`src/rtl/assert_macros.svh`:
```
// Assertion macros shared by the RTL files that carry concurrent checks.
// Each macro expects a clock named clk and an active-low reset named arst_n in scope.
`ifndef ASSERT_MACROS_SVH
`define ASSERT_MACROS_SVH

// Same-cycle implication: cons holds whenever ante holds.
`define ASSERT_IMPL(label, ante, cons, msg) \
	label: assert property (@(posedge clk) disable iff (!arst_n) (ante) |-> (cons)) \
		else $error(msg);

// Next-cycle implication: cons holds in the cycle after ante.
`define ASSERT_NEXT(label, ante, cons, msg) \
	label: assert property (@(posedge clk) disable iff (!arst_n) (ante) |=> (cons)) \
		else $error(msg);

`endif

```
`src/rtl/kf2_pkg.sv`:
```
// Shared constants, codes, types and arithmetic helpers of the 2-D Kalman filter.
// Used by kf2_mul, kf2_div and the top level; depends on nothing.
package kf2_pkg;

	localparam int FRAC_BITS = 16;
	localparam int DATA_W    = 32;
	localparam int CFG_W     = 31;
	localparam int DT_W      = 20;
	localparam int PROD_W    = 2 * DATA_W;
	localparam int ACC_W     = 66 - FRAC_BITS;
	localparam int SAT_W     = 66;
	localparam int DET_W     = 65;
	localparam int MAG_W     = (DATA_W + FRAC_BITS > 64 - FRAC_BITS) ?
	                           (DATA_W + FRAC_BITS) : (64 - FRAC_BITS);
	localparam int DIV_W     = MAG_W + 1;
	localparam int DIV_CNT_W = $clog2(DIV_W + 1);

	localparam logic [CFG_W-1:0] CFG_RESET = CFG_W'(65536);

	// Action codes of an input item.
	localparam logic [1:0] ACT_INIT    = 2'd0;
	localparam logic [1:0] ACT_PREDICT = 2'd1;
	localparam logic [1:0] ACT_UPDATE  = 2'd2;
	localparam logic [1:0] ACT_NONE    = 2'd3;

	// Configuration register indexes.
	localparam logic [2:0] REG_PVX   = 3'd0;
	localparam logic [2:0] REG_PVY   = 3'd1;
	localparam logic [2:0] REG_MVX   = 3'd2;
	localparam logic [2:0] REG_MVY   = 3'd3;
	localparam logic [2:0] REG_PINIT = 3'd4;

	localparam logic signed [SAT_W-1:0] SAT_MAX = (SAT_W'(1) <<< (DATA_W - 1)) - SAT_W'(1);
	localparam logic signed [SAT_W-1:0] SAT_MIN = -SAT_MAX - SAT_W'(1);
	localparam logic signed [SAT_W-1:0] ONE_S   = SAT_W'(1) <<< FRAC_BITS;

	typedef logic signed [DATA_W-1:0] data_t;

	typedef struct packed {
		logic  clip;
		data_t val;
	} sat_t;

	typedef struct packed {
		logic                    start;
		logic signed [DIV_W-1:0] num;
		logic signed [DIV_W-1:0] den;
	} div_req_t;

	typedef struct packed {
		logic                    done;
		logic signed [DIV_W-1:0] quo;
	} div_rsp_t;

	// Clip a wide signed value to the 32-bit range and flag clipping.
	function automatic sat_t sat32(input logic signed [SAT_W-1:0] v);
		sat_t r;
		r.clip = 1'b0;
		r.val  = v[DATA_W-1:0];
		if (v > SAT_MAX) begin
			r.clip = 1'b1;
			r.val  = SAT_MAX[DATA_W-1:0];
		end else if (v < SAT_MIN) begin
			r.clip = 1'b1;
			r.val  = SAT_MIN[DATA_W-1:0];
		end
		return r;
	endfunction

	// Rescale a full product back to Q format, rounding half up.
	function automatic logic signed [ACC_W-1:0] mq(input logic signed [PROD_W-1:0] p);
		logic signed [PROD_W-1:0] t;
		t = p + (PROD_W'(1) <<< (FRAC_BITS - 1));
		return ACC_W'(t >>> FRAC_BITS);
	endfunction

endpackage

```
`src/rtl/kf2_mul.sv`:
```
// Shared 32x32 signed multiplier with a registered product.
// Depends on kf2_pkg.
module kf2_mul (
	input  logic                                   clk,
	input  kf2_pkg::data_t                         a,
	input  kf2_pkg::data_t                         b,
	output logic signed [kf2_pkg::PROD_W-1:0]      prod
);

	logic signed [kf2_pkg::PROD_W-1:0] prod_q;

	// One product per cycle, available on the following cycle.
	always_ff @(posedge clk) begin
		prod_q <= kf2_pkg::PROD_W'(a) * kf2_pkg::PROD_W'(b);
	end

	assign prod = prod_q;

endmodule

```
`config.mk`:
```
export PLATFORM = sky130hd
export DESIGN_NAME = kf2_mul
export DESIGN_NICKNAME = d
export VERILOG_FILES = /design/src/rtl/assert_macros.svh /design/src/rtl/kf2_pkg.sv /design/src/rtl/kf2_mul.sv
export SDC_FILE = /design/constraint.sdc
export NUM_CORES = 2
export LEC_CHECK = 0
export BUFFER_PORTS_ARGS = -buffer_cell sky130_fd_sc_hd__buf_2
export CAP_MARGIN = 0
export CORE_MARGIN = 2
export CORE_UTILIZATION = 67
export DETAILED_ROUTE_END_ITERATION = 8
export PLACE_DENSITY = 0.84
export SLEW_MARGIN = 20
export SYNTH_ARGS = -nofsm -noshare
export SYNTH_HDL_FRONTEND = slang
export SYNTH_SLANG_ARGS = --single-unit
```
`constraint.sdc`:
```
create_clock -name clk -period 9.7 [get_ports clk]
set_input_delay 1.455 -clock clk [delete_from_list [all_inputs] [get_ports clk]]
set_output_delay 1.455 -clock clk [all_outputs]
set_load 0.02 [all_outputs]
```
==> metrics <==
H-tree depth 3; Iteration-0 DRC Markers 1,738; clk sinks 64; top cells by count, synth fa_1, inv_1, and2_1; initial core utilization 67.7%; CP peak stage delay 850 ps; Via density 5.77; Data required, critical path 10,030 ps; DRT Pass-1 Iters 6; Post-CTS Hold Buffers 0; metal3 WL 8820 um; Slew Limit Fails 0; Slew @ Worst Pin 1030 ps; fraction of layout cells with a size suffix above 1 6.51%; RSZ-0062 raised after global routing no; Post-synth EDFFs 0; hold crit path type in -> reg; Routed WL 98,300 um; post-synthesis cell count 3,884; Hold Fails Final Rpt 0; initial antenna violation count 8; Worst setup SP type input port; Synth async-reset ratio 0%; remaining global-route overflow 0; syn_area_per_cell 9.59 um2; CTS tree yes; most common cell in the synthesized netlist fa_1; max FFs per register 64; FF/Latch Area 1280 um2; register bit total from synthesis 64; max-cap violation count 0; fin nets 5,245; Ys Warns 0; Setup Total Neg Slack 0 ps; Crit Path Max Fanout 32; P&R area growth vs syn 4.88%; HPWL Detailed 81,000 um; # DRC 0; syn nets 5,215; cts repair resizes 0; Seq/Total Area, Yosys 3.44%; Slowest-stage cell, CP a311oi_1; Max-slew headroom 31.1%; fillcell total 3,877; die area 57,500 um2; ys flop type dfxtp_1; crit-path cells buf_2 -> nand2_1 -> fa_1 -> fa_1 -> inv_1 -> fa_1 -> fa_1 -> inv_1 -> fa_1 -> inv_1 -> fa_1 -> inv_1 -> fa_1 -> inv_1 -> fa_1 -> ha_1 -> a21o_1 -> a21o_1 -> a21oi_1 -> nand3b_1 -> a311oi_1 -> o31ai_1 -> a21oi_1 -> xnor2_1; met1 wire length 33,100 um; area leader, netlist fa_1; Finished Layout Cells 4,675; setup bufs post-CTS 0; via count 26,992; status completed; first-pass GRT wire length 160,000 um; Crit Path Class in -> reg; vias in the first global route 30,668; placed insts 4,651; WL per Instance 21.0 um; Synth top area share 58.2%; row cnt 86; Core Area 55,000 um2; synthesized cell area 37,200 um2; CTS Buf Count 9; final setup fails 0; distinct cell type count after synthesis 63; Clock Path Buffers 2; Root Driver clkbuf_16; Worst EP arrival 9690 ps; Fmax 0.107 GHz; Final Cycle Share 96.5%; I/O Buffers 128; Tmin final 9360 ps; ANT nets after route 0; Overall Global Routing Usage 37.1%; Final GP Congestion 0.945; Multi-input gate area 31,600 um2; Worst-path clk slew 60 ps; CP most frequent cell fa_1; Top Metal Used met5; largest net degree at the start of global routing 33; Die Span X 240 um; routed wl met2 48,000 um; CP Capture Type flip-flop; # IOs 129; Die H 240 um; Synth area leaders fa_1, inv_1, and2_1
==> kinds of logic after synthesis <==
kind of cell | synth area share, %
adders and majority gates | 64.3
buffers and inverters | 11.6
and+or+nand+nor | 15.4
AOI/OAI and AO/OA | 3.46
xor gates and xnor gates | 1.76
DFF | 3.44
==> critical path, delay by kind of cell <==
family	cells	cell delay, ps
xor gates and xnor gates	1	130
adders and majority gates	9	4600
AOI/OAI and AO/OA	6	1800
and+or+nand+nor	2	470
buffers and inverters	6	1200
==> per-layer routing <==
metal,vias to the layer above,GRT usage (%)
met5,-,0
met4,6,26.2
met3,490,6.60
met2,1558,60.7
met1,13818,45.0
li1,11120,-
==> final cells by class <==
class                   count  area share, %
multi-input cells        2668           81.0
diodes                      8         0.0513
clock buffers              13          0.641
clock inverters             3         0.0448
repair buffers            219           3.45
inverters                 952           9.15
flip-flops and latches     64           3.28
well taps                 748           2.40
==> final timing paths <==
| kind | startpoint | endpoint | slack [ps] | cells past startpoint |
|---|---|---|---|---|
| setup / recovery | b[9] | prod[63] | 340 | 24 |
| hold / removal | a[0] | prod[1] | 1690 | 3 |
==> metrics by stage <==
step	hold WS, ps	instance area [um2]	setup slack [ps]	util (%)
finish	1690	39100	336	71.0
global route	1710	39000	234	71.0
CTS	1680	39000	486	71.0
detailed placement	1870	38800	185	70.5
global placement	1870	38800	308	70.5
floorplan	1580	37200	984	-
==> cells in the final DEF (no fill, tap or decap), types with 6 or more instances in the layout <==
cell type	count
a21o_1	23
a21oi_1	68
a31oi_1	12
and2_1	516
and3_1	7
buf_2	128
buf_4	89
clkbuf_16	9
dfxtp_1	64
diode_2	8
fa_1	1082
ha_1	184
inv_1	952
nand2_1	511
nand2b_1	9
nand3_1	15
nand4_1	7
nor2_1	42
nor3_1	6
o21ai_0	28
o21bai_1	15
o31ai_1	6
xnor2_1	53
xor2_1	22
Power is left out: the tool's default activity adds up to more than one toggle a clock period on the data nets, which glitch-free logic cannot reach.
