==> src/rtl/assert_macros.svh <==
// Assertion macros shared by the RTL files that carry concurrent checks.
// Each macro expects a clock named clk and an active-low reset named arst_n in scope.
`ifndef ASSERT_MACROS_SVH
`define ASSERT_MACROS_SVH

// Same-cycle implication: cons holds whenever ante holds.
`define ASSERT_IMPL(label, ante, cons, msg) \
	label: assert property (@(posedge clk) disable iff (!arst_n) (ante) |-> (cons)) \
		else $error(msg);

// Next-cycle implication: cons holds in the cycle after ante.
`define ASSERT_NEXT(label, ante, cons, msg) \
	label: assert property (@(posedge clk) disable iff (!arst_n) (ante) |=> (cons)) \
		else $error(msg);

`endif

==> src/rtl/kf2_pkg.sv <==
// Shared constants, codes, types and arithmetic helpers of the 2-D Kalman filter.
// Used by kf2_mul, kf2_div and the top level; depends on nothing.
package kf2_pkg;

	localparam int FRAC_BITS = 16;
	localparam int DATA_W    = 32;
	localparam int CFG_W     = 31;
	localparam int DT_W      = 20;
	localparam int PROD_W    = 2 * DATA_W;
	localparam int ACC_W     = 66 - FRAC_BITS;
	localparam int SAT_W     = 66;
	localparam int DET_W     = 65;
	localparam int MAG_W     = (DATA_W + FRAC_BITS > 64 - FRAC_BITS) ?
	                           (DATA_W + FRAC_BITS) : (64 - FRAC_BITS);
	localparam int DIV_W     = MAG_W + 1;
	localparam int DIV_CNT_W = $clog2(DIV_W + 1);

	localparam logic [CFG_W-1:0] CFG_RESET = CFG_W'(65536);

	// Action codes of an input item.
	localparam logic [1:0] ACT_INIT    = 2'd0;
	localparam logic [1:0] ACT_PREDICT = 2'd1;
	localparam logic [1:0] ACT_UPDATE  = 2'd2;
	localparam logic [1:0] ACT_NONE    = 2'd3;

	// Configuration register indexes.
	localparam logic [2:0] REG_PVX   = 3'd0;
	localparam logic [2:0] REG_PVY   = 3'd1;
	localparam logic [2:0] REG_MVX   = 3'd2;
	localparam logic [2:0] REG_MVY   = 3'd3;
	localparam logic [2:0] REG_PINIT = 3'd4;

	localparam logic signed [SAT_W-1:0] SAT_MAX = (SAT_W'(1) <<< (DATA_W - 1)) - SAT_W'(1);
	localparam logic signed [SAT_W-1:0] SAT_MIN = -SAT_MAX - SAT_W'(1);
	localparam logic signed [SAT_W-1:0] ONE_S   = SAT_W'(1) <<< FRAC_BITS;

	typedef logic signed [DATA_W-1:0] data_t;

	typedef struct packed {
		logic  clip;
		data_t val;
	} sat_t;

	typedef struct packed {
		logic                    start;
		logic signed [DIV_W-1:0] num;
		logic signed [DIV_W-1:0] den;
	} div_req_t;

	typedef struct packed {
		logic                    done;
		logic signed [DIV_W-1:0] quo;
	} div_rsp_t;

	// Clip a wide signed value to the 32-bit range and flag clipping.
	function automatic sat_t sat32(input logic signed [SAT_W-1:0] v);
		sat_t r;
		r.clip = 1'b0;
		r.val  = v[DATA_W-1:0];
		if (v > SAT_MAX) begin
			r.clip = 1'b1;
			r.val  = SAT_MAX[DATA_W-1:0];
		end else if (v < SAT_MIN) begin
			r.clip = 1'b1;
			r.val  = SAT_MIN[DATA_W-1:0];
		end
		return r;
	endfunction

	// Rescale a full product back to Q format, rounding half up.
	function automatic logic signed [ACC_W-1:0] mq(input logic signed [PROD_W-1:0] p);
		logic signed [PROD_W-1:0] t;
		t = p + (PROD_W'(1) <<< (FRAC_BITS - 1));
		return ACC_W'(t >>> FRAC_BITS);
	endfunction

endpackage

==> src/rtl/kf2_div.sv <==
// Bit-serial signed divider, truncating toward zero, one quotient bit a cycle.
// Depends on kf2_pkg.
module kf2_div (
	input  logic               clk,
	input  logic               arst_n,
	input  kf2_pkg::div_req_t  req,
	output kf2_pkg::div_rsp_t  rsp
);

	localparam int W = kf2_pkg::DIV_W;

	logic                             busy_q;
	logic                             done_q;
	logic [kf2_pkg::DIV_CNT_W-1:0]    cnt_q;
	logic [W-1:0]                     rem_q;
	logic [W-1:0]                     nq_q;
	logic [W-1:0]                     dmag_q;
	logic                             neg_q;
	logic [W-1:0]                     num_mag;
	logic [W-1:0]                     den_mag;
	logic [W:0]                       trial;
	logic [W:0]                       diff;
	logic                             ge;

	// Operand magnitudes; the quotient sign is restored at the end.
	assign num_mag = req.num[W-1] ? W'(-req.num) : W'(req.num);
	assign den_mag = req.den[W-1] ? W'(-req.den) : W'(req.den);

	// Restoring step: shift in the next dividend bit and try a subtract.
	assign trial = {rem_q, nq_q[W-1]};
	assign diff  = trial - {1'b0, dmag_q};
	assign ge    = trial >= {1'b0, dmag_q};

	// Control of the iteration.
	always_ff @(posedge clk or negedge arst_n) begin
		if (!arst_n) begin
			busy_q <= 1'b0;
			done_q <= 1'b0;
			cnt_q  <= '0;
		end else begin
			done_q <= 1'b0;
			if (req.start) begin
				busy_q <= 1'b1;
				cnt_q  <= kf2_pkg::DIV_CNT_W'(W);
			end else if (busy_q) begin
				cnt_q <= cnt_q - 1'b1;
				if (cnt_q == kf2_pkg::DIV_CNT_W'(1)) begin
					busy_q <= 1'b0;
					done_q <= 1'b1;
				end
			end
		end
	end

	// Remainder and quotient datapath.
	always_ff @(posedge clk) begin
		if (req.start) begin
			rem_q  <= '0;
			nq_q   <= num_mag;
			dmag_q <= den_mag;
			neg_q  <= req.num[W-1] ^ req.den[W-1];
		end else if (busy_q) begin
			rem_q <= ge ? diff[W-1:0] : trial[W-1:0];
			nq_q  <= {nq_q[W-2:0], ge};
		end
	end

	assign rsp.done = done_q;
	assign rsp.quo  = neg_q ? -$signed(nq_q) : $signed(nq_q);

endmodule

==> config.mk <==
export PLATFORM = sky130hd
export DESIGN_NAME = kf2_div
export DESIGN_NICKNAME = d
export VERILOG_FILES = /design/src/rtl/assert_macros.svh /design/src/rtl/kf2_pkg.sv /design/src/rtl/kf2_div.sv
export SDC_FILE = /design/constraint.sdc
export NUM_CORES = 1
export LEC_CHECK = 0
export BUFFER_PORTS_ARGS = -buffer_cell sky130_fd_sc_hd__buf_2
export CAP_MARGIN = 20
export CORE_MARGIN = 5
export CORE_UTILIZATION = 35
export CTS_CLUSTER_SIZE = 25
export DETAILED_ROUTE_END_ITERATION = 10
export SETUP_SLACK_MARGIN = 0.05
export SYNTH_ARGS = -nofsm -noshare
export SYNTH_HDL_FRONTEND = slang
export SYNTH_SLANG_ARGS = --single-unit
==> constraint.sdc <==
create_clock -name clk -period 6.8 [get_ports clk]
set_input_delay 0.34 -clock clk [delete_from_list [all_inputs] [get_ports clk]]
set_output_delay 0.34 -clock clk [all_outputs]
set_load 0.02 [all_outputs]
==> flow_results.xml <==
<?xml version="1.0" encoding="UTF-8"?>
<metrics>
  <group name="cts">
    <metric name="cts_tree" unit="">built</metric>
    <metric name="clock_transition_at_the_register_clock_pins_on_the_worst_setup_and_hold_paths_after_cts" unit="ns">0.07</metric>
    <metric name="htree_num_levels" unit="">4</metric>
    <metric name="ctsLongestPathBuffers" unit="">2</metric>
    <metric name="numClockSinks" unit="">156</metric>
    <metric name="cts.root.buffer_cell" unit="">sky130_fd_sc_hd__clkbuf_16</metric>
    <metric name="clock_insertion_delay_worst_skew" unit="ns">0.45</metric>
    <metric name="cts_inserted_buffers" unit="">17</metric>
  </group>
  <group name="route">
    <metric name="drt_iter0_drc" unit="">583</metric>
    <metric name="routedWlPerCell" unit="um">16.1</metric>
    <metric name="drtPass1Iterations" unit="">5</metric>
    <metric name="final_antenna_net_count" unit="">0</metric>
    <metric name="drc_errors" unit="">0</metric>
    <metric name="viasPerCell" unit="">5.39</metric>
    <metric name="detailroute.via_count" unit="">10600</metric>
    <metric name="routed_wl" unit="um">31700</metric>
  </group>
  <group name="timing">
    <metric name="hold_viol" unit="">0</metric>
    <metric name="period_minus_slack" unit="ns">4.81</metric>
    <metric name="fin_setup_tns" unit="ns">0</metric>
    <metric name="min_period_over_period" unit="%">70.8</metric>
    <metric name="finalSetupViolCount" unit="">0</metric>
    <metric name="worstMarginPinSlew" unit="ns">1.04</metric>
    <metric name="finalClockSkew" unit="ns">0.0196</metric>
    <metric name="max_freq" unit="GHz">0.208</metric>
    <metric name="rsz_0062_raised_after_global_routing" unit="">false</metric>
    <metric name="maxSlewViolCount" unit="">0</metric>
    <metric name="max-slew-margin-rel" unit="%">30.8</metric>
  </group>
  <group name="placement">
    <metric name="hpwl" unit="um">23700</metric>
    <metric name="port_buffers" unit="">150</metric>
    <metric name="gp_congestion" unit="">0.881</metric>
  </group>
  <group name="finish">
    <metric name="top_library_cells_by_usage_in_the_layout_fill_and_taps_aside" unit="">149 x sky130_fd_sc_hd__buf_2, 139 x sky130_fd_sc_hd__nand2_1, 129 x sky130_fd_sc_hd__nor2_1</metric>
    <metric name="areaGrowthSynthToFinish" unit="%">14.4</metric>
    <metric name="drive_gt1_share" unit="%">14.4</metric>
    <metric name="layout.cells.most_common" unit="">sky130_fd_sc_hd__buf_2</metric>
    <metric name="fill_cells" unit="">3419</metric>
    <metric name="numnets_final" unit="">1666</metric>
    <metric name="num_antenna_cells" unit="">0</metric>
  </group>
  <group name="synth">
    <metric name="ys_warn_count" unit="">0</metric>
    <metric name="async_reset_ff_share" unit="%">5.13</metric>
    <metric name="synthFlopType" unit="">sky130_fd_sc_hd__edfxtp_1</metric>
    <metric name="synth.net_count" unit="">1560</metric>
    <metric name="ys_ff_latch" unit="">156</metric>
    <metric name="synthCells" unit="">1404</metric>
    <metric name="synth.yosys.seq_area_share" unit="%">34.5</metric>
    <metric name="synth_enable_flop_cells" unit="">99</metric>
    <metric name="avgSynthCellArea" unit="um2">8.57</metric>
    <metric name="synth.cell_area" unit="um2">12000</metric>
    <metric name="synth.lib_cells_used.distinct" unit="">66</metric>
  </group>
  <group name="worst_setup_path">
    <metric name="crit_path_start_kind" unit="">flip-flop</metric>
    <metric name="worst_setup_path_end_kind" unit="">output pin</metric>
    <metric name="timing.critical_path.arrival" unit="ns">4.47</metric>
    <metric name="critical_path_required" unit="ns">6.46</metric>
    <metric name="crit_path_max_fanout" unit="">7</metric>
    <metric name="critPathKind" unit="">reg2out</metric>
  </group>
  <group name="grt">
    <metric name="grt_max_degree" unit="">104</metric>
    <metric name="number_of_antenna_violations_at_the_first_check_in_global_routing" unit="">0</metric>
    <metric name="grt_use_total" unit="%">16.3</metric>
    <metric name="grt_pass1_vias" unit="">10300</metric>
    <metric name="overflow" unit="">0</metric>
    <metric name="grt_pass1_wl" unit="um">52100</metric>
  </group>
  <group name="floorplan">
    <metric name="dieHeight" unit="um">195</metric>
    <metric name="dieWidth" unit="um">195</metric>
    <metric name="floorplan.rows" unit="">67</metric>
    <metric name="die_area" unit="um2">38200</metric>
    <metric name="design.core.area" unit="um2">33700</metric>
    <metric name="ios" unit="">151</metric>
    <metric name="effective_utilization_at_floorplan" unit="%">35.7</metric>
  </group>
  <group name="power_and_ir_drop">
    <metric name="irDropWorstVdd" unit="mV">0.191</metric>
    <metric name="total_power" unit="mW">2.82</metric>
    <metric name="power.density_cell_area" unit="nW/um2">205</metric>
    <metric name="power_leakage" unit="nW">5.45</metric>
  </group>
  <group name="flow_run">
    <metric name="cap_violations" unit="">0</metric>
  </group>
  <group name="hold_path">
    <metric name="hold_path.class" unit="">in2reg</metric>
  </group>
  <group name="outcome">
    <metric name="status" unit="">complete, no violations</metric>
  </group>
</metrics>
[synth_stat cells, drive strengths merged, types with 3 or more instances]
cell type,n,area (um2)
o21a,8,60.1
nor2b,7,43.8
nand4,14,87.6
buf,8,38.8
dfrtp,8,200
nor4b,3,26.3
xnor2,123,1080
nand4b,3,26.3
clkbuf,62,233
mux2,15,169
nor4,12,90.1
and2,5,31.3
inv,75,282
and4,5,43.8
a21o,30,225
o21bai,9,67.6
and3,7,43.8
nor3,22,110
o31ai,39,298
nor3b,6,45.0
nand3,22,110
a211oi,13,97.6
or3,27,174
a311oi,29,254
nor2,129,484
a31oi,12,75.1
mux2i,15,150
nand2b,22,138
or4,18,143
o22ai,7,43.8
a221o,3,30.0
edfxtp,99,2970
dfxtp,49,981
o41ai,20,190
o221ai,4,35.0
o21ai,81,405
xor2,60,526
a21oi,109,546
ha,54,676
nand2,139,522
or2,4,25.0
nand3b,3,22.5
o211a,6,60.1
[final cells by class]
class	count	area (um2)	share of cell area, %
repair buffers	157	825	5.99
clock inverters	10	140	1.02
multi-input cells	1103	7330	53.3
inverters	75	282	2.05
clock buffers	22	464	3.37
well taps	448	561	4.07
flip-flops and latches	156	4160	30.2
[per-layer routing]
metal  part of all wire, %  GRT usage [%]  routed length [um]
met2                    46           26.7               14700
met5                     0              0                   0
met3                   5.6           3.07                1770
met1                    47           22.5               15000
met4                  0.99           3.44                 314
[flip-flops by register name, summed over array words and instances (netlist names)]
| name | cells |
|---|---|
| cnt_q | 6 |
| neg_q | 1 |
| nq_q | 49 |
| done_q | 1 |
| busy_q | 1 |
| rem_q | 49 |
| dmag_q | 49 |
[worst max-delay path: stages (launching register included)]
cell,delay [ns]
sky130_fd_sc_hd__edfxtp_1,0.45
sky130_fd_sc_hd__or4_4,0.58
sky130_fd_sc_hd__nor4_4,0.18
sky130_fd_sc_hd__or4b_4,0.52
sky130_fd_sc_hd__or3_4,0.36
sky130_fd_sc_hd__or3_1,0.33
sky130_fd_sc_hd__or4_4,0.43
sky130_fd_sc_hd__or4_1,0.57
sky130_fd_sc_hd__o41ai_2,0.28
sky130_fd_sc_hd__xnor2_1,0.15
sky130_fd_sc_hd__buf_2,0.18
[path summary, 6_finish.rpt]
| check | startpoint | to | slack [ns] | cells past startpoint |
|---|---|---|---|---|
| setup / recovery | nq_q[10] | rsp[48] | 1.99 | 10 |
| hold / removal | req[0] | dmag_q[0] | 0.13 | 1 |
| setup reg to reg | nq_q[48] | rem_q[29] | 2.57 | 13 |
| hold reg to reg | rem_q[38] | rem_q[39] | 0.49 | 2 |
| max in group asynchronous | arst_n | busy_q | 6.29 | 2 |
| min in group asynchronous | arst_n | cnt_q[2] | 0.32 | 2 |
[cell families (layout without fill, tap and decap cells)]
kind of cell	count (synthesis)	in the layout	share of synthesized area [%]
compound gates	382	382	20.7
buf+inv	145	264	4.60
xor+xnor	183	183	13.3
flops	156	156	34.5
simple gates	453	453	18.4
mux	30	30	2.65
fa+ha+maj	55	55	5.78
[through the flow]
stage | cell area [um2] | setup WS [ns] | std cells | hold WS, ns | utilization (%)
after floorplan | 12000 | 2.70 | 1404 | 0.0444 | -
after global placement | 13100 | 2.48 | 1937 | 0.195 | 39.0
after detailed placement | 13100 | 2.45 | 1937 | 0.198 | 39.0
after CTS | 13700 | 1.95 | 1970 | 0.106 | 40.8
after global routing | 13800 | 1.69 | 1971 | 0.105 | 40.8
final | 13800 | 1.99 | 1971 | 0.127 | 40.8
[power by group]
| group | internal [mW] | switching (mW) |
|---|---|---|
| clock | 0.596 | 0.398 |
| sequential | 1.10 | 0.0680 |
| combinational | 0.259 | 0.398 |
| total | 1.96 | 0.864 |
[repair_timing]
item,4_1_cts,5_1_grt
hold buffers,1,0
endpoints found under the hold margin,8,0
resized for setup,0,0
buffers inserted,0,0
Note: power is estimated with default switching activity, not from simulation.
